File: config.mk
export PLATFORM = sky130hd
export DESIGN_NAME = char_lcd_terminal_writer_top
export DESIGN_NICKNAME = d
export VERILOG_FILES = /design/src/hw/rtl/cltw_pkg.sv /design/src/hw/rtl/cltw_ctrl.sv /design/src/hw/rtl/cltw_datapath.sv /design/src/hw/rtl/char_lcd_terminal_writer_top.sv
export SDC_FILE = /design/constraint.sdc
export NUM_CORES = 1
export LEC_CHECK = 0
export BUFFER_PORTS_ARGS = -buffer_cell sky130_fd_sc_hd__buf_2
export CELL_PAD_IN_SITES_DETAIL_PLACEMENT = 0
export CELL_PAD_IN_SITES_GLOBAL_PLACEMENT = 1
export CORE_MARGIN = 4
export CORE_UTILIZATION = 45
export DETAILED_ROUTE_END_ITERATION = 10
export PLACE_DENSITY = 0.72
export SLEW_MARGIN = 20
export SYNTH_ARGS = -nofsm -noshare
export SYNTH_HDL_FRONTEND = slang
export SYNTH_HIERARCHICAL = 1
export SYNTH_SLANG_ARGS = --single-unit
File: constraint.sdc
create_clock -name i_clk -period 7.7 [get_ports i_clk]
set_input_delay 1.155 -clock i_clk [delete_from_list [all_inputs] [get_ports i_clk]]
set_output_delay 1.155 -clock i_clk [all_outputs]
set_load 0.05 [all_outputs]
File: src/hw/rtl/cltw_pkg.sv
// Shared types, constants and command/status structs of the LCD terminal writer.
`default_nettype none

package cltw_pkg;

    // Geometry and escape buffer sizing
    localparam int ESC_BUF_DEPTH = 4;
    localparam int MAX_COLUMNS   = 40;
    localparam int MAX_ROWS      = 4;
    localparam int ESC_LEN_W     = $clog2(ESC_BUF_DEPTH + 1);
    localparam int ESC_IDX_W     = $clog2(ESC_BUF_DEPTH);

    // A sequence can only match if it is shorter than the buffer
    localparam bit SEQ_CLEAR_OK  = (ESC_BUF_DEPTH > 3);
    localparam bit SEQ_HOME_OK   = (ESC_BUF_DEPTH > 2);

    // Character codes
    localparam logic [7:0] CH_CR       = 8'h0D;
    localparam logic [7:0] CH_LF       = 8'h0A;
    localparam logic [7:0] CH_ESC      = 8'h1B;
    localparam logic [7:0] CH_LBRACKET = 8'h5B;
    localparam logic [7:0] CH_TWO      = 8'h32;
    localparam logic [7:0] CH_J        = 8'h4A;
    localparam logic [7:0] CH_H        = 8'h48;
    localparam logic [7:0] CH_SPACE    = 8'h20;

    // Display controller instructions
    localparam logic [7:0] CMD_CLEAR = 8'h01;
    localparam logic [7:0] CMD_HOME  = 8'h02;
    localparam logic [7:0] CMD_ADDR  = 8'h80;

    // Configuration port
    localparam int CFG_IDX_W  = 3;
    localparam int CFG_DATA_W = 8;
    localparam logic [CFG_IDX_W-1:0] REG_COLUMNS    = 3'd0;
    localparam logic [CFG_IDX_W-1:0] REG_ROW_COUNT  = 3'd1;
    localparam logic [CFG_IDX_W-1:0] REG_ROW0_START = 3'd2;
    localparam logic [CFG_IDX_W-1:0] REG_ROW1_START = 3'd3;
    localparam logic [CFG_IDX_W-1:0] REG_ROW2_START = 3'd4;
    localparam logic [CFG_IDX_W-1:0] REG_ROW3_START = 3'd5;

    // Register reset values
    localparam logic [5:0] COLUMNS_RST   = 6'd16;
    localparam logic [2:0] ROW_COUNT_RST = 3'd2;
    localparam logic [6:0] ROW0_RST      = 7'h00;
    localparam logic [6:0] ROW1_RST      = 7'h40;
    localparam logic [6:0] ROW2_RST      = 7'h14;
    localparam logic [6:0] ROW3_RST      = 7'h54;

    // Channel words
    typedef struct packed {
        logic       kind;
        logic [7:0] ch;
    } t_in_word;

    typedef struct packed {
        logic       is_data;
        logic [7:0] value;
        logic [5:0] repeat_res;
        logic       last;
    } t_out_word;

    // Which write the datapath forms
    typedef enum logic [2:0] {
        EM_DATA,
        EM_ROW_ADDR,
        EM_CLEAR,
        EM_HOME,
        EM_CLR_ADDR,
        EM_SPACES
    } t_emit_sel;

    // Sequencer states
    typedef enum logic [3:0] {
        ST_IDLE,
        ST_DECODE,
        ST_PUT,
        ST_WRAP,
        ST_CLR_ADDR,
        ST_NL1,
        ST_NL2,
        ST_NL3,
        ST_NL4,
        ST_NEXT,
        ST_FINAL
    } t_state;

    // Controller to datapath
    typedef struct packed {
        logic      load_in;
        logic      load_replay;
        logic      cur_esc;
        logic      emit;
        t_emit_sel emit_sel;
        logic      final_push;
        logic      put_adv;
        logic      row_next;
        logic      col_zero;
        logic      home;
        logic      esc_enter;
        logic      esc_append;
        logic      esc_leave;
        logic      rp_load;
        logic      rp_with_cur;
    } t_dp_cmd;

    // Datapath to controller
    typedef struct packed {
        logic in_escape;
        logic ch_cr;
        logic ch_lf;
        logic ch_esc;
        logic match_clear;
        logic match_home;
        logic esc_fill;
        logic put_wrap;
        logic replay_more;
        logic slot_ok;
    } t_dp_status;

endpackage

`default_nettype wire

File: src/hw/rtl/cltw_ctrl.sv
// Sequencer that walks one character at a time through its display writes.
`default_nettype none

module cltw_ctrl (
    input  logic                   i_clk,
    input  logic                   i_rst_n,
    input  logic                   i_in_valid,
    output logic                   o_in_ready,
    input  logic                   i_in_kind,
    input  cltw_pkg::t_dp_status   i_status,
    output cltw_pkg::t_dp_cmd      o_cmd
);

    cltw_pkg::t_state r_state, n_state;
    logic             r_flush_mode, n_flush_mode;

    // State and flush flag
    always_ff @(posedge i_clk) begin
        if (!i_rst_n) begin
            r_state      <= cltw_pkg::ST_IDLE;
            r_flush_mode <= 1'b0;
        end else begin
            r_state      <= n_state;
            r_flush_mode <= n_flush_mode;
        end
    end

    // Next state
    always_comb begin
        n_state      = r_state;
        n_flush_mode = r_flush_mode;
        case (r_state)
            cltw_pkg::ST_IDLE: begin
                if (i_in_valid) begin
                    n_flush_mode = i_in_kind;
                    n_state      = i_in_kind ? cltw_pkg::ST_NEXT : cltw_pkg::ST_DECODE;
                end
            end
            cltw_pkg::ST_DECODE: begin
                if (i_status.in_escape) begin
                    if (i_status.match_clear) begin
                        if (i_status.slot_ok) n_state = cltw_pkg::ST_CLR_ADDR;
                    end else if (i_status.match_home) begin
                        if (i_status.slot_ok) n_state = cltw_pkg::ST_NEXT;
                    end else if (i_status.esc_fill) begin
                        n_state = cltw_pkg::ST_PUT;
                    end else begin
                        n_state = cltw_pkg::ST_NEXT;
                    end
                end else if (i_status.ch_cr) begin
                    if (i_status.slot_ok) n_state = cltw_pkg::ST_NEXT;
                end else if (i_status.ch_lf) begin
                    n_state = cltw_pkg::ST_NL1;
                end else if (i_status.ch_esc) begin
                    n_state = cltw_pkg::ST_NEXT;
                end else begin
                    n_state = cltw_pkg::ST_PUT;
                end
            end
            cltw_pkg::ST_PUT: begin
                if (i_status.slot_ok) begin
                    n_state = i_status.put_wrap ? cltw_pkg::ST_WRAP : cltw_pkg::ST_NEXT;
                end
            end
            cltw_pkg::ST_WRAP: begin
                if (i_status.slot_ok) n_state = cltw_pkg::ST_NEXT;
            end
            cltw_pkg::ST_CLR_ADDR: begin
                if (i_status.slot_ok) n_state = cltw_pkg::ST_NEXT;
            end
            cltw_pkg::ST_NL1: begin
                if (i_status.slot_ok) n_state = cltw_pkg::ST_NL2;
            end
            cltw_pkg::ST_NL2: begin
                if (i_status.slot_ok) n_state = cltw_pkg::ST_NL3;
            end
            cltw_pkg::ST_NL3: begin
                if (i_status.slot_ok) n_state = cltw_pkg::ST_NL4;
            end
            cltw_pkg::ST_NL4: begin
                if (i_status.slot_ok) n_state = cltw_pkg::ST_NEXT;
            end
            cltw_pkg::ST_NEXT: begin
                if (i_status.replay_more) begin
                    n_state = cltw_pkg::ST_DECODE;
                end else if (r_flush_mode && i_status.in_escape) begin
                    n_state = cltw_pkg::ST_PUT;
                end else begin
                    n_state = cltw_pkg::ST_FINAL;
                end
            end
            cltw_pkg::ST_FINAL: begin
                if (i_status.slot_ok) n_state = cltw_pkg::ST_IDLE;
            end
            default: begin
                n_state = cltw_pkg::ST_IDLE;
            end
        endcase
    end

    // Datapath commands
    always_comb begin
        o_cmd          = '0;
        o_cmd.emit_sel = cltw_pkg::EM_DATA;
        o_in_ready     = 1'b0;
        case (r_state)
            cltw_pkg::ST_IDLE: begin
                o_in_ready    = 1'b1;
                o_cmd.load_in = i_in_valid;
            end
            cltw_pkg::ST_DECODE: begin
                if (i_status.in_escape) begin
                    if (i_status.match_clear) begin
                        o_cmd.emit     = i_status.slot_ok;
                        o_cmd.emit_sel = cltw_pkg::EM_CLEAR;
                    end else if (i_status.match_home) begin
                        o_cmd.emit      = i_status.slot_ok;
                        o_cmd.emit_sel  = cltw_pkg::EM_HOME;
                        o_cmd.home      = i_status.slot_ok;
                        o_cmd.esc_leave = i_status.slot_ok;
                    end else if (i_status.esc_fill) begin
                        // full without a match: replay ESC and the buffer as text
                        o_cmd.rp_load     = 1'b1;
                        o_cmd.rp_with_cur = 1'b1;
                        o_cmd.esc_leave   = 1'b1;
                        o_cmd.cur_esc     = 1'b1;
                    end else begin
                        o_cmd.esc_append = 1'b1;
                    end
                end else if (i_status.ch_cr) begin
                    o_cmd.emit     = i_status.slot_ok;
                    o_cmd.emit_sel = cltw_pkg::EM_ROW_ADDR;
                    o_cmd.col_zero = i_status.slot_ok;
                end else if (i_status.ch_lf) begin
                    o_cmd.row_next = 1'b1;
                end else if (i_status.ch_esc) begin
                    o_cmd.esc_enter = 1'b1;
                end
            end
            cltw_pkg::ST_PUT: begin
                o_cmd.emit     = i_status.slot_ok;
                o_cmd.emit_sel = cltw_pkg::EM_DATA;
                o_cmd.put_adv  = i_status.slot_ok;
            end
            cltw_pkg::ST_WRAP: begin
                o_cmd.emit     = i_status.slot_ok;
                o_cmd.emit_sel = cltw_pkg::EM_ROW_ADDR;
            end
            cltw_pkg::ST_CLR_ADDR: begin
                o_cmd.emit      = i_status.slot_ok;
                o_cmd.emit_sel  = cltw_pkg::EM_CLR_ADDR;
                o_cmd.esc_leave = i_status.slot_ok;
            end
            cltw_pkg::ST_NL1, cltw_pkg::ST_NL2, cltw_pkg::ST_NL4: begin
                o_cmd.emit     = i_status.slot_ok;
                o_cmd.emit_sel = cltw_pkg::EM_ROW_ADDR;
            end
            cltw_pkg::ST_NL3: begin
                o_cmd.emit     = i_status.slot_ok;
                o_cmd.emit_sel = cltw_pkg::EM_SPACES;
            end
            cltw_pkg::ST_NEXT: begin
                if (i_status.replay_more) begin
                    o_cmd.load_replay = 1'b1;
                end else if (r_flush_mode && i_status.in_escape) begin
                    o_cmd.rp_load   = 1'b1;
                    o_cmd.esc_leave = 1'b1;
                    o_cmd.cur_esc   = 1'b1;
                end
            end
            cltw_pkg::ST_FINAL: begin
                o_cmd.final_push = i_status.slot_ok;
            end
            default: begin
                o_in_ready = 1'b0;
            end
        endcase
    end

endmodule

`default_nettype wire

File: src/hw/rtl/cltw_datapath.sv
// Datapath: config registers, cursor, escape and replay buffers, output words.
`default_nettype none

module cltw_datapath (
    input  logic                              i_clk,
    input  logic                              i_rst_n,
    input  cltw_pkg::t_dp_cmd                 i_cmd,
    output cltw_pkg::t_dp_status              o_status,
    input  logic [7:0]                        i_in_ch,
    input  logic                              i_cfg_valid,
    input  logic [cltw_pkg::CFG_IDX_W-1:0]    i_cfg_index,
    input  logic [cltw_pkg::CFG_DATA_W-1:0]   i_cfg_data,
    output logic                              o_out_valid,
    input  logic                              i_out_ready,
    output cltw_pkg::t_out_word               o_out_word
);

    // Configuration
    logic [5:0] r_columns;
    logic [2:0] r_row_count;
    logic [6:0] r_row_start [4];

    // Cursor and current character
    logic [1:0] r_row;
    logic [5:0] r_col;
    logic [7:0] r_cur_ch;

    // Escape buffer and replay copy
    logic                            r_in_esc;
    logic [cltw_pkg::ESC_LEN_W-1:0]  r_esc_len;
    logic [7:0]                      r_esc_buf [cltw_pkg::ESC_BUF_DEPTH];
    logic [7:0]                      esc_view  [cltw_pkg::ESC_BUF_DEPTH];
    logic [cltw_pkg::ESC_LEN_W-1:0]  r_rp_len;
    logic [cltw_pkg::ESC_LEN_W-1:0]  r_rp_idx;
    logic [7:0]                      r_rp_buf  [cltw_pkg::ESC_BUF_DEPTH];

    // Output staging: pending word waits until its successor or item end is known
    logic                 r_pend_v;
    cltw_pkg::t_out_word  r_pend;
    cltw_pkg::t_out_word  pend_last;
    logic                 r_out_v;
    cltw_pkg::t_out_word  r_out;
    cltw_pkg::t_out_word  new_word;

    logic [5:0] cols_used;
    logic [2:0] rows_used;
    logic [2:0] row_inc;
    logic [1:0] next_row;
    logic [5:0] col_p1;
    logic       put_wrap;
    logic [6:0] row_base;
    logic [7:0] addr_sum;
    logic       slot_ok;

    // Config writes
    always_ff @(posedge i_clk) begin
        if (!i_rst_n) begin
            r_columns      <= cltw_pkg::COLUMNS_RST;
            r_row_count    <= cltw_pkg::ROW_COUNT_RST;
            r_row_start[0] <= cltw_pkg::ROW0_RST;
            r_row_start[1] <= cltw_pkg::ROW1_RST;
            r_row_start[2] <= cltw_pkg::ROW2_RST;
            r_row_start[3] <= cltw_pkg::ROW3_RST;
        end else if (i_cfg_valid) begin
            case (i_cfg_index)
                cltw_pkg::REG_COLUMNS:    r_columns      <= i_cfg_data[5:0];
                cltw_pkg::REG_ROW_COUNT:  r_row_count    <= i_cfg_data[2:0];
                cltw_pkg::REG_ROW0_START: r_row_start[0] <= i_cfg_data[6:0];
                cltw_pkg::REG_ROW1_START: r_row_start[1] <= i_cfg_data[6:0];
                cltw_pkg::REG_ROW2_START: r_row_start[2] <= i_cfg_data[6:0];
                cltw_pkg::REG_ROW3_START: r_row_start[3] <= i_cfg_data[6:0];
                default: begin
                end
            endcase
        end
    end

    // Clamped geometry
    always_comb begin
        if (r_columns == 6'd0) begin
            cols_used = 6'd1;
        end else if (r_columns > 6'(cltw_pkg::MAX_COLUMNS)) begin
            cols_used = 6'(cltw_pkg::MAX_COLUMNS);
        end else begin
            cols_used = r_columns;
        end
        if (r_row_count == 3'd0) begin
            rows_used = 3'd1;
        end else if (r_row_count > 3'(cltw_pkg::MAX_ROWS)) begin
            rows_used = 3'(cltw_pkg::MAX_ROWS);
        end else begin
            rows_used = r_row_count;
        end
    end

    // Next row modulo rows in use; row_inc is 1..4
    always_comb begin
        row_inc = {1'b0, r_row} + 3'd1;
        case (rows_used)
            3'd1:    next_row = 2'd0;
            3'd2:    next_row = {1'b0, row_inc[0]};
            3'd3:    next_row = (row_inc >= 3'd3) ? 2'(row_inc - 3'd3) : row_inc[1:0];
            default: next_row = row_inc[1:0];
        endcase
    end

    assign col_p1   = r_col + 6'd1;
    assign put_wrap = (col_p1 >= cols_used);
    assign row_base = r_row_start[r_row];
    assign addr_sum = {1'b0, row_base} + {2'b00, r_col};

    // Cursor
    always_ff @(posedge i_clk) begin
        if (!i_rst_n) begin
            r_row <= 2'd0;
            r_col <= 6'd0;
        end else if (i_cmd.home) begin
            r_row <= 2'd0;
            r_col <= 6'd0;
        end else if (i_cmd.row_next) begin
            r_row <= next_row;
            r_col <= 6'd0;
        end else if (i_cmd.put_adv) begin
            if (put_wrap) begin
                r_row <= next_row;
                r_col <= 6'd0;
            end else begin
                r_col <= col_p1;
            end
        end else if (i_cmd.col_zero) begin
            r_col <= 6'd0;
        end
    end

    // Buffer contents with the current character placed at the fill position
    always_comb begin
        for (int i = 0; i < cltw_pkg::ESC_BUF_DEPTH; i++) begin
            esc_view[i] = (r_esc_len == cltw_pkg::ESC_LEN_W'(i)) ? r_cur_ch : r_esc_buf[i];
        end
    end

    // Current character
    always_ff @(posedge i_clk) begin
        if (i_cmd.load_in) begin
            r_cur_ch <= i_in_ch;
        end else if (i_cmd.load_replay) begin
            r_cur_ch <= r_rp_buf[r_rp_idx[cltw_pkg::ESC_IDX_W-1:0]];
        end else if (i_cmd.cur_esc) begin
            r_cur_ch <= cltw_pkg::CH_ESC;
        end
    end

    // Escape control
    always_ff @(posedge i_clk) begin
        if (!i_rst_n) begin
            r_in_esc  <= 1'b0;
            r_esc_len <= '0;
        end else if (i_cmd.esc_leave) begin
            r_in_esc  <= 1'b0;
            r_esc_len <= '0;
        end else begin
            if (i_cmd.esc_enter) r_in_esc <= 1'b1;
            if (i_cmd.esc_append) r_esc_len <= r_esc_len + 1'b1;
        end
    end

    // Escape buffer storage
    always_ff @(posedge i_clk) begin
        if (i_cmd.esc_append &&
            (r_esc_len < cltw_pkg::ESC_LEN_W'(cltw_pkg::ESC_BUF_DEPTH))) begin
            r_esc_buf[r_esc_len[cltw_pkg::ESC_IDX_W-1:0]] <= r_cur_ch;
        end
    end

    // Replay control
    always_ff @(posedge i_clk) begin
        if (!i_rst_n) begin
            r_rp_len <= '0;
            r_rp_idx <= '0;
        end else if (i_cmd.rp_load) begin
            r_rp_len <= i_cmd.rp_with_cur ? r_esc_len + 1'b1 : r_esc_len;
            r_rp_idx <= '0;
        end else if (i_cmd.load_replay) begin
            r_rp_idx <= r_rp_idx + 1'b1;
        end
    end

    // Replay copy storage
    always_ff @(posedge i_clk) begin
        if (i_cmd.rp_load) begin
            for (int i = 0; i < cltw_pkg::ESC_BUF_DEPTH; i++) begin
                r_rp_buf[i] <= esc_view[i];
            end
        end
    end

    // Form the selected write
    always_comb begin
        new_word.is_data    = 1'b0;
        new_word.value      = cltw_pkg::CMD_ADDR | {1'b0, row_base};
        new_word.repeat_res = 6'd1;
        new_word.last       = 1'b0;
        case (i_cmd.emit_sel)
            cltw_pkg::EM_DATA: begin
                new_word.is_data = 1'b1;
                new_word.value   = r_cur_ch;
            end
            cltw_pkg::EM_ROW_ADDR: begin
                new_word.value = cltw_pkg::CMD_ADDR | {1'b0, row_base};
            end
            cltw_pkg::EM_CLEAR: begin
                new_word.value = cltw_pkg::CMD_CLEAR;
            end
            cltw_pkg::EM_HOME: begin
                new_word.value = cltw_pkg::CMD_HOME;
            end
            cltw_pkg::EM_CLR_ADDR: begin
                new_word.value = cltw_pkg::CMD_ADDR | {1'b0, addr_sum[6:0]};
            end
            cltw_pkg::EM_SPACES: begin
                new_word.is_data    = 1'b1;
                new_word.value      = cltw_pkg::CH_SPACE;
                new_word.repeat_res = cols_used;
            end
            default: begin
                new_word.value = cltw_pkg::CMD_ADDR | {1'b0, row_base};
            end
        endcase
    end

    // Pending word marked as the final write of its item
    always_comb begin
        pend_last      = r_pend;
        pend_last.last = 1'b1;
    end

    // A new word may enter when the pending stage can move on
    assign slot_ok = !r_pend_v || !r_out_v || i_out_ready;

    // Output staging control
    always_ff @(posedge i_clk) begin
        if (!i_rst_n) begin
            r_pend_v <= 1'b0;
            r_out_v  <= 1'b0;
        end else begin
            if (r_out_v && i_out_ready) r_out_v <= 1'b0;
            if (i_cmd.emit) begin
                if (r_pend_v) r_out_v <= 1'b1;
                r_pend_v <= 1'b1;
            end else if (i_cmd.final_push && r_pend_v) begin
                r_out_v  <= 1'b1;
                r_pend_v <= 1'b0;
            end
        end
    end

    // Output staging payload
    always_ff @(posedge i_clk) begin
        if (i_cmd.emit) begin
            if (r_pend_v) r_out <= r_pend;
            r_pend <= new_word;
        end else if (i_cmd.final_push && r_pend_v) begin
            r_out <= pend_last;
        end
    end

    assign o_out_valid = r_out_v;
    assign o_out_word  = r_out;

    // Status to the sequencer
    always_comb begin
        o_status.in_escape   = r_in_esc;
        o_status.ch_cr       = (r_cur_ch == cltw_pkg::CH_CR);
        o_status.ch_lf       = (r_cur_ch == cltw_pkg::CH_LF);
        o_status.ch_esc      = (r_cur_ch == cltw_pkg::CH_ESC);
        o_status.match_clear = cltw_pkg::SEQ_CLEAR_OK
                               && (r_esc_len == cltw_pkg::ESC_LEN_W'(2))
                               && (r_esc_buf[0] == cltw_pkg::CH_LBRACKET)
                               && (r_esc_buf[1] == cltw_pkg::CH_TWO)
                               && (r_cur_ch == cltw_pkg::CH_J);
        o_status.match_home  = cltw_pkg::SEQ_HOME_OK
                               && (r_esc_len == cltw_pkg::ESC_LEN_W'(1))
                               && (r_esc_buf[0] == cltw_pkg::CH_LBRACKET)
                               && (r_cur_ch == cltw_pkg::CH_H);
        o_status.esc_fill    = (r_esc_len == cltw_pkg::ESC_LEN_W'(cltw_pkg::ESC_BUF_DEPTH - 1));
        o_status.put_wrap    = put_wrap;
        o_status.replay_more = (r_rp_idx != r_rp_len);
        o_status.slot_ok     = slot_ok;
    end

endmodule

`default_nettype wire

File: src/hw/rtl/char_lcd_terminal_writer_top.sv
// Top level of the character LCD text terminal writer.
`default_nettype none

// Turns a stream of text characters into character-LCD data and instruction
// writes, tracking the cursor, wrapping rows, expanding newlines into an
// address/address/blank/address sequence and decoding the ESC [2J and ESC [H
// sequences; an unmatched full sequence or a flush word replays it as text.
// Items are taken one at a time: the sequencer decodes a character, spends a
// state on each write it produces, steps to the next character and closes the
// item; a replayed escape sequence is decoded again per buffered character.
// Output back-pressure stalls the sequencer, since each write must move through
// a single pending stage and the output register.
// Configuration is accepted every cycle and should only be written while idle.

module char_lcd_terminal_writer_top (
    input  logic                              i_clk,
    input  logic                              i_rst_n,
    input  logic                              i_in_valid,
    output logic                              o_in_ready,
    input  cltw_pkg::t_in_word                i_in_word,
    output logic                              o_out_valid,
    input  logic                              i_out_ready,
    output cltw_pkg::t_out_word               o_out_word,
    input  logic                              i_cfg_valid,
    output logic                              o_cfg_ready,
    input  logic [cltw_pkg::CFG_IDX_W-1:0]    i_cfg_index,
    input  logic [cltw_pkg::CFG_DATA_W-1:0]   i_cfg_data
);

    cltw_pkg::t_dp_cmd    dp_cmd;
    cltw_pkg::t_dp_status dp_status;

    // Register writes never stall
    assign o_cfg_ready = 1'b1;

    cltw_ctrl u_ctrl (
        .i_clk      (i_clk),
        .i_rst_n    (i_rst_n),
        .i_in_valid (i_in_valid),
        .o_in_ready (o_in_ready),
        .i_in_kind  (i_in_word.kind),
        .i_status   (dp_status),
        .o_cmd      (dp_cmd)
    );

    cltw_datapath u_dp (
        .i_clk       (i_clk),
        .i_rst_n     (i_rst_n),
        .i_cmd       (dp_cmd),
        .o_status    (dp_status),
        .i_in_ch     (i_in_word.ch),
        .i_cfg_valid (i_cfg_valid),
        .i_cfg_index (i_cfg_index),
        .i_cfg_data  (i_cfg_data),
        .o_out_valid (o_out_valid),
        .i_out_ready (i_out_ready),
        .o_out_word  (o_out_word)
    );

endmodule

`default_nettype wire

==> run_results.csv, run 1 <==
group,metric,value,unit
floorplan,ioPinCount,44,
synth,synth_area_leaders,"edfxtp_1 48%, dfxtp_1 9.2%, mux2_2 4.0%",
sta,finClkSkew,9.02,ps
placed_design,numPortBuffers,41,
worst_setup_path,crit_path_max_fanout,17,
power,power.total,0.00254,W
route,wl,17.8,mm
clocking,clock-sinks,169,
power,ir_worst_vdd,0.274,mV
clocking,numCtsBuffers,17,
placed_design,gp_congestion,0.812,
grt,gr-total-overflow,0,
power,p_sw,0.000780,W
synth,yosysMostFrequentCell,"edfxtp_1",
floorplan,die_area,0.0206,sq mm
sta,fin_crit,4600,ps
worst_setup_path,arrival,4640,ps
clocking,cts_root_buf,"clkbuf_16",
floorplan,row_count,49,
grt,grt_pass1_wl,28.9,mm
layout,syn_to_final_growth,11.9,%
floorplan,die_x,143,microns
synth,yosys_warnings,6,
clocking,post_cts_resized,0,
synth,postSynthAreaPerCell,12.3,sq um
clocking,insertion_delay,420,ps
synth,synth.top_cell.area_share,47.7,%
worst_setup_path,crit_type,"reg -> reg",
worst_setup_path,ff2ff_setup_slack,3100,ps
grt,grt_max_degree,41,
synth,syn_nets,719,
synth,syn-cell-area,0.00825,sq mm
synth,synthTopCellsByCount,"131 x edfxtp_1, 50 x nor2_1, 45 x nand2_1, 38 x dfxtp_1, 31 x and2_1",
route,vias,5372,
synth,synth_cell_types,65,
grt,grtUsageTotal,18.1,%
sta,final-setup-viol-count,0,
synth,async_reset_ff_share,0,%
synth,synth_cells,673,
route,firstDrtPassIters,7,
route,avgViaCountPerCell,5.67,
layout,fillers,1571,
worst_setup_path,required,7750,ps
worst_setup_path,crit_path_end_kind,"flop",
sta,rsz0062_at_grt,"no",
sta,max_slew_margin,27.0,%
layout,antenna_cells,0,
floorplan,coreArea,0.0180,sq mm
synth,seq_area_frac_synth,56.9,%
clocking,cts_max_path_buffers,2,
grt,antenna_found_initial,0,
power,comb_power_share,17.9,%
clocking,cts_setup_buffers,0,
power,p_per_area,275,mW/mm^2
clocking,cts.clk_slew.worst_paths,70,ps
sta,max_clock_freq,218,MHz
route,drcViolationCount,0,
power,switching_share,30.7,%
route,drt_iter0_markers,423,
layout,num-nets-final,752,
worst_setup_path,start_kind,"flop",
layout,drive_above_1_share,17.7,%
run_status,status,"finished, final reports clean",
route,wl_per_cell,18.8,microns
grt,grt_pass1_vias,5463,
sta,setup-tns-final,0,ps
route,ant_nets,0,
clocking,postCtsHoldBufs,0,
synth,synth-edff-count,131,
power,seqPwrFrac,48.1,%
power,p_leak,3.18,nW
worst_hold_path,hold_path.class,"reg -> reg",
synth,yosys.area.top_type,"edfxtp_1",
sta,finalHoldViolations,0,
clocking,cts_tree,"done",
sta,timing.final.crit_share,59.7,%
floorplan,die_y,143,microns
floorplan,start_util,45.8,%
power,p_int,0.00176,W
synth,ys.flop_type,"edfxtp_1",
clocking,htreeDepth,4,
synth,synth-seq-cells,169,
placed_design,dpl.hpwl,12.4,mm
job,cap_violations,0,
sta,slew_violations,0,
sta,worst_slew_pin_slew,1090,ps
power,pwr-share-clk,34.0,%
-- cells in the final DEF, fill, tap and decap left out, types with 16 or more instances in the layout --
cell / synthesis / layout
nor2_1: 50 / 50
dfxtp_1: 38 / 38
mux2_2: 29 / 29
ha_1: 20 / 20
nor3_1: 19 / 18
nand2_1: 45 / 45
inv_1: 21 / 21
buf_2: 8 / 41
nor2b_1: 25 / 24
a21oi_1: 27 / 26
edfxtp_1: 131 / 131
mux2i_1: 16 / 16
clkbuf_16: 0 / 17
o21ai_0: 21 / 17
and2_1: 31 / 31
-- critical path: stages (launching register included) --
cell	delay, ps
edfxtp_1	400
or4bb_1	510
nor3_1	180
nand4_1	180
nor4_1	700
nor2_1	210
a21oi_1	200
o21ai_0	120
a21oi_2	880
o21a_1	810
-- layer usage --
metal  vias up  global-route usage, %  part of all wire (%)
met3        16                   3.56                   4.9
met2       127                   29.1                    47
li1       2589                      -                     -
met1      2640                   25.1                    47
met4         0                   5.20                  0.84
met5         -                      0                     0
-- power by group through the flow --
stage | logic [W] | registers (W) | clock network [W]
5_1_grt | 0.000501 | 0.00123 | 0.000913
2_1_floorplan | 0.000344 | 0.00121 | 0
3_3_place_gp | 0.000443 | 0.00124 | 0
4_1_cts | 0.000455 | 0.00122 | 0.000881
3_5_place_dp | 0.000452 | 0.00124 | 0
6_report | 0.000455 | 0.00122 | 0.000862
-- path summary, 6_finish.rpt --
check	endpoint	from	depth (start not counted)
max	u_dp/o_out_word[7]$_DFFE_PP_	u_dp/r_esc_buf[0][2]$_DFFE_PP_	9
min	u_dp/o_out_word[8]$_DFFE_PP_	u_dp/pend_last[8]$_DFFE_PP_	0
max reg2reg	u_dp/o_out_word[7]$_DFFE_PP_	u_dp/r_esc_buf[0][2]$_DFFE_PP_	9
min reg2reg	u_dp/o_out_word[8]$_DFFE_PP_	u_dp/pend_last[8]$_DFFE_PP_	0
-- flip-flops by register name, indices dropped and copies added, names as in the netlist, named ones only --
signal and flops:
u_dp/r_columns 6, u_ctrl/r_state 4, u_dp/r_in_esc 1, u_dp/r_rp_idx 3
u_dp/r_row 2, u_dp/r_row_start 28, u_dp/o_out_word 16, u_dp/r_row_count 3
u_dp/r_esc_buf 32, u_dp/r_esc_len 3, u_dp/r_col 6, u_dp/o_out_valid 1
u_dp/r_pend_v 1, u_dp/r_rp_buf 32, u_dp/r_rp_len 3, u_dp/pend_last 15
u_dp/r_cur_ch 8, u_ctrl/r_flush_mode 1
-- final cells by class --
type	instances	area, sq um	share of cell area (%)
Inverter	21	78.8	0.854
Sequential cell	169	4690	50.8
Tap cell	229	287	3.10
Timing Repair Buffer	44	228	2.47
Clock inverter	13	155	1.68
Multi-Input combinational cell	453	3340	36.1
Clock buffer	19	453	4.91
-- cells by family after synthesis --
group	Yosys count	synth area share (%)
AOI/OAI and AO/OA	116	9.46
xor gates and xnor gates	13	1.38
adders and majority gates	21	3.28
buffers and inverters	51	2.87
DFF	169	56.9
muxes	60	10.2
other	1	0.0454
and+or+nand+nor	242	15.9
-- stage by stage --
step / instance area, sq um / setup WS, ps / hold slack (ps) / utilization [%] / instances
6_report: 9230 / 3100 / 420 / 51.2 / 948
5_1_grt: 9230 / 2570 / 433 / 51.2 / 948
4_1_cts: 9230 / 3050 / 422 / 51.2 / 948
3_5_place_dp: 8620 / 3040 / 405 / 47.8 / 916
3_3_place_gp: 8620 / 3150 / 400 / 47.8 / 916
2_1_floorplan: 8250 / 3600 / 400 / - / 673
Note: power is estimated with default switching activity, not from simulation.
==> inputs of run 2 (changes only) <==
- ABC_AREA: not set -> 1
- CORE_UTILIZATION: 45 -> 43
- PLACE_DENSITY: 0.72 -> 0.75
- clock period: 7.7 -> 4.2 ns (I/O delays scaled with it)
==> run_results.csv, run 2 <==
group,metric,value,unit
floorplan,row_count,50,
clocking,insertion_delay,430,ps
sta,finalHoldViolations,0,
placed_design,dp_slack,901,ps
power,p_per_area,507,mW/mm^2
layout,drive_above_1_share,12.1,%
floorplan,coreArea,0.0187,sq mm
synth,postSynthAreaPerCell,9.29,sq um
sta,worst_slew_pin_slew,751,ps
route,wl,19.1,mm
clocking,postCtsHoldBufs,0,
power,p_leak,3.59,nW
floorplan,die_x,146,microns
route,drcViolationCount,0,
layout,register_area,0.00469,sq mm
run_status,status,"finished, final reports clean",
layout,final_util,48.8,%
worst_setup_path,start_kind,"flop",
synth,seq_area_frac_synth,57.5,%
route,drt_iter0_markers,477,
grt,grt_pass1_wl,30.5,mm
power,switching_share,32.2,%
layout,fillers,1824,
grt,gr-total-overflow,0,
sta,timing.final.crit_share,80.1,%
synth,ys.flop_type,"edfxtp_1",
sta,holdWs,420,ps
synth,syn-cell-area,0.00817,sq mm
clocking,cts_tree,"done",
synth,synthTopCellsByCount,"182 x nand2_1, 131 x edfxtp_1, 122 x nor2_1, 88 x inv_1, 65 x o21ai_0",
worst_setup_path,required,4380,ps
layout,layout_commonest_cell,"nand2_1",
worst_hold_path,hp-start,"u_dp/pend_last[7]$_DFFE_PP_",
layout,num-nets-final,970,
clocking,clock-sinks,169,
sta,max_slew_margin,49.9,%
synth,synth-edff-count,131,
power,pwr-share-clk,33.0,%
clocking,numCtsBuffers,17,
synth,synth_cells,879,
clocking,cts_max_path_buffers,2,
clocking,cts_root_buf,"clkbuf_16",
grt,grtUsageTotal,18.2,%
synth,yosys_warnings,6,
layout,antenna_cells,0,
synth,async_reset_ff_share,0,%
clocking,htreeDepth,4,
job,cap_violations,0,
sta,finClkSkew,7.64,ps
route,firstDrtPassIters,4,
placed_design,dpl.hpwl,13.6,mm
layout,multiInputGateArea,0.00294,sq mm
worst_setup_path,critPathLaunch,"u_dp/r_esc_len[1]$_SDFFE_PP0P_",
route,wl_per_cell,16.3,microns
route,vias,6000,
route,ant_nets,0,
power,ir_worst_vdd,0.270,mV
worst_setup_path,crit_type,"reg -> reg",
synth,synth-seq-cells,169,
power,seqPwrFrac,47.0,%
clocking,post_cts_resized,0,
floorplan,ioPinCount,44,
sta,fin_crit,3370,ps
route,avgViaCountPerCell,5.12,
synth,synth.top_cell.area_share,48.2,%
grt,grt_pass1_vias,5653,
worst_hold_path,hold_path.class,"reg -> reg",
synth,synth_area_leaders,"edfxtp_1 48%, dfxtp_1 9.3%, nand2_1 8.4%",
sta,setup_slack,835,ps
power,power.total,0.00462,W
sta,final-setup-viol-count,0,
sta,rsz0062_at_grt,"no",
floorplan,die_y,146,microns
worst_setup_path,arrival,3540,ps
worst_setup_path,r2r_start,"u_dp/r_esc_len[1]$_SDFFE_PP0P_",
placed_design,gp_congestion,0.852,
sta,max_clock_freq,297,MHz
synth,synth_cell_types,45,
power,comb_power_share,20.0,%
synth,yosys.area.top_type,"edfxtp_1",
placed_design,numPortBuffers,41,
sta,setup-tns-final,0,ps
worst_setup_path,crit_path_end_kind,"flop",
layout,final_cell_mix,"182 x nand2_1, 131 x edfxtp_1, 122 x nor2_1, 88 x inv_1, 65 x o21ai_0",
clocking,cts.clk_slew.worst_paths,70,ps
sta,slew_violations,0,
clocking,cts_setup_buffers,0,
worst_setup_path,crit_path_max_fanout,18,
power,p_sw,0.00149,W
synth,yosysMostFrequentCell,"nand2_1",
layout,syn_to_final_growth,11.8,%
grt,antenna_found_initial,0,
synth,syn_nets,925,
grt,grt_max_degree,35,
floorplan,die_area,0.0213,sq mm
power,p_int,0.00314,W
floorplan,start_util,43.7,%
[run 2: cell families (layout without fill, tap and decap cells)]
kind of cell,count (synthesis),after routing,share of synthesized area (%)
buffers and inverters,123,181,6.54
AO/OA/AOI/OAI,156,156,11.0
other,1,1,0.0459
XOR/XNOR,6,6,0.643
AND/OR/NAND/NOR,403,403,21.0
adder cells (fa/ha/maj),21,21,3.31
flip-flops,169,169,57.5
[run 2: final timing paths]
kind | to | slack [ps] | cells past startpoint
max | u_dp/pend_last[1]$_SDFFCE_PN1P_ | 830 | 14
min | u_dp/o_out_word[7]$_DFFE_PP_ | 420 | 0
max reg2reg | u_dp/pend_last[1]$_SDFFCE_PN1P_ | 830 | 14
min reg2reg | u_dp/o_out_word[7]$_DFFE_PP_ | 420 | 0
[run 2: layout make-up]
class                   instances  share of cell area, %
clock buffers                  18                   4.70
clock inverters                14                   1.56
inverters                     102                   4.19
multi-input cells             587                   32.2
flip-flops and latches        169                   51.4
well taps                     234                   3.21
repair buffers                 47                   2.74
[run 2: metal layers]
metal  vias to the layer above  global-route usage (%)  share of wire [%]
met3                        10                    4.30                3.9
met4                         0                    4.04               0.74
met2                       120                    28.0                 46
met5                         -                       0                  0
met1                      2802                    26.3                 49
li1                       3068                       -                  -
[run 2: power groups by stage]
stage / clock, W / combinational, W / sequential (W)
after global routing: 0.00163 / 0.00103 / 0.00219
after floorplan: 0 / 0.000592 / 0.00223
after CTS: 0.00156 / 0.000931 / 0.00218
after detailed placement: 0 / 0.000927 / 0.00221
after global placement: 0 / 0.000921 / 0.00221
final: 0.00153 / 0.000923 / 0.00217
[run 2: worst max-delay path: stages (launching register included)]
cell	delay (ps)
dfxtp_1	350
inv_1	110
ha_1	150
nand2_1	300
nor2_1	180
nand4_1	90
nor2_1	250
inv_1	100
nor2_1	240
o21ai_0	110
o21ai_0	390
inv_1	110
nor3_1	250
inv_1	230
or2_1	270
[run 2: stage by stage]
| step | std cells | area [sq um] |
|---|---|---|
| floorplan | 879 | 8170 |
| global placement | 1139 | 8560 |
| CTS | 1171 | 9130 |
| detailed placement | 1139 | 8560 |
| global route | 1171 | 9130 |
| finish | 1171 | 9130 |
==> inputs of run 3 (changes only) <==
- ABC_AREA: 1 -> 0
- CORE_UTILIZATION: 43 -> 45
- PLACE_DENSITY: 0.75 -> 0.72
- clock period: 4.2 -> 3.4 ns (I/O delays scaled with it)
==> run_results.csv, run 3 (same netlist as run 1, synthesis figures left out) <==
group,metric,value,unit
clocking,cts_tree,"done",
clocking,insertion_delay,430,ps
power,pwr-share-clk,32.9,%
power,ir_worst_vdd,0.431,mV
power,p_leak,3.39,nW
layout,syn_to_final_growth,16.1,%
power,p_int,0.00413,W
worst_setup_path,arrival,3330,ps
placed_design,gp_congestion,0.858,
floorplan,ioPinCount,44,
worst_setup_path,crit_path_end_kind,"flop",
power,comb_power_share,22.9,%
sta,max_slew_margin,55.3,%
grt,grt_pass1_wl,29.9,mm
sta,slew_violations,0,
grt,grt_pass1_vias,5615,
layout,num-nets-final,788,
sta,final-setup-viol-count,0,
layout,fillers,1525,
placed_design,numPortBuffers,41,
placed_design,dpl.hpwl,13.2,mm
route,drt_iter0_markers,360,
route,firstDrtPassIters,5,
clocking,postCtsHoldBufs,0,
worst_hold_path,holdPathStages,3,
sta,setup_slack,255,ps
worst_hold_path,hold_end,"u_ctrl/r_flush_mode$_SDFFE_PN0P_",
layout,register_area,0.00469,sq mm
clocking,cts_root_buf,"clkbuf_16",
sta,finalHoldViolations,0,
job,cap_violations,0,
sta,timing.final.crit_share,92.5,%
worst_setup_path,timing.rr.end,"u_dp/pend_last[7]$_DFFE_PP_",
worst_setup_path,r2r_start,"u_dp/r_esc_buf[0][7]$_DFFE_PP_",
clocking,numCtsBuffers,17,
grt,grtUsageTotal,18.9,%
power,p_per_area,619,mW/mm^2
clocking,htreeDepth,4,
route,drcViolationCount,0,
worst_hold_path,hp-start,"i_in_word[8]",
layout,drive_above_1_share,22.5,%
clocking,clock-sinks,169,
grt,grt_max_degree,33,
grt,gr-total-overflow,0,
layout,postLayoutCellArea,0.00958,sq mm
run_status,status,"finished, final reports clean",
sta,rsz0062_at_grt,"no",
placed_design,dp_slack,-82.4,ps
floorplan,coreArea,0.0180,sq mm
route,wl_per_cell,18.9,microns
sta,worst_slew_pin_slew,667,ps
sta,fin_crit,3150,ps
worst_setup_path,start_kind,"flop",
placed_design,placed_area,0.00892,sq mm
floorplan,row_count,49,
sta,setup-tns-final,0,ps
worst_setup_path,required,3580,ps
route,vias,5565,
layout,antenna_cells,0,
grt,antenna_found_initial,0,
sta,finClkSkew,13.7,ps
worst_setup_path,worstRegToRegCells,16,
worst_setup_path,ff2ff_setup_slack,250,ps
route,avgViaCountPerCell,5.66,
layout,layout_commonest_cell,"edfxtp_1",
clocking,cts.clk_slew.worst_paths,80,ps
power,switching_share,30.4,%
clocking,cts_max_path_buffers,2,
floorplan,die_x,143,microns
power,seqPwrFrac,44.3,%
route,ant_nets,0,
floorplan,start_util,45.8,%
worst_setup_path,crit_type,"reg -> reg",
sta,max_clock_freq,318,MHz
power,p_sw,0.00180,W
route,wl,18.6,mm
layout,multiInputGateArea,0.00340,sq mm
power,power.total,0.00593,W
floorplan,die_area,0.0206,sq mm
worst_hold_path,hold_path.class,"in -> reg",
worst_setup_path,crit_path_max_fanout,6,
layout,final_cell_mix,"131 x edfxtp_1, 48 x nor2_1, 45 x nand2_1, 41 x buf_2, 38 x dfxtp_1",
floorplan,die_y,143,microns
[run 3: cell types whose count changed in the layout (fill, tap and decap cells not counted), moves of 13 or more]
cell,before,now
inv_2,13,0
and2_1,0,31
nor2b_1,0,22
nand2b_1,0,13
nor2_1,122,48
mux2_2,0,29
a21oi_1,45,26
mux2i_1,0,16
nand3_1,49,13
o21ai_0,65,18
nand2_1,182,45
buf_4,6,35
inv_1,88,21
[run 3: cell type report]
| class | instances | area share (%) |
|---|---|---|
| repair buffers | 80 | 5.54 |
| clock buffers | 18 | 4.48 |
| clock inverters | 14 | 1.66 |
| inverters | 21 | 0.823 |
| well taps | 229 | 2.99 |
| flip-flops and latches | 169 | 49.0 |
| multi-input cells | 453 | 35.5 |
[run 3: critical path: stages (launching register included)]
cell	delay, ps
edfxtp_1	380
or4bb_1	530
nor3_2	110
nand4_1	120
buf_6	160
nor4_4	170
nor2b_4	200
nor2b_1	50
o21ai_1	110
a22oi_1	90
o21ai_2	200
buf_6	130
buf_4	140
nor2_2	50
a221oi_2	240
a21oi_1	60
a21o_1	160
[run 3: worst max path at each step]
| stage | startpoint | endpoint | cells past startpoint |
|---|---|---|---|
| floorplan | u_dp/r_esc_buf[0][2]$_DFFE_PP_ | u_dp/r_cur_ch[0]$_DFFE_PP_ | 10 |
| global placement | u_dp/r_esc_buf[0][2]$_DFFE_PP_ | u_dp/pend_last[12]$_DFFE_PP_ | 14 |
| detailed placement | u_dp/r_esc_buf[0][2]$_DFFE_PP_ | u_dp/pend_last[12]$_DFFE_PP_ | 14 |
| CTS | u_dp/r_esc_buf[0][2]$_DFFE_PP_ | u_dp/pend_last[12]$_DFFE_PP_ | 15 |
| global route | u_dp/r_esc_buf[0][7]$_DFFE_PP_ | u_dp/pend_last[7]$_DFFE_PP_ | 16 |
| finish | u_dp/r_esc_buf[0][7]$_DFFE_PP_ | u_dp/pend_last[7]$_DFFE_PP_ | 16 |
[run 3: power groups by stage]
stage	Combinational, W	Clock, W	Sequential (W)
2_1_floorplan	0.000792	0	0.00274
3_3_place_gp	0.00130	0	0.00266
3_5_place_dp	0.00132	0	0.00267
4_1_cts	0.00133	0.00199	0.00263
5_1_grt	0.00148	0.00208	0.00265
6_report	0.00136	0.00195	0.00263
[run 3: through the flow]
stage,instances,util [%],hold WS [ps]
floorplan,673,-,400
global placement,951,49.5,401
detailed placement,951,49.5,405
CTS,983,52.8,361
global route,984,53.1,374
finish,984,53.1,375
[run 3: what timing repair did]
item | CTS | global route
setup endpoints to repair | 5 | 62
buffers inserted | 0 | 1
pin swaps | 0 | 8
resized for setup | 2 | 15
[run 3: per-layer routing]
metal / track usage [%] / share of wire (%)
met5: 0 / 0
met4: 5.65 / 1.2
met3: 3.69 / 4.7
met2: 31.0 / 48
met1: 25.7 / 46
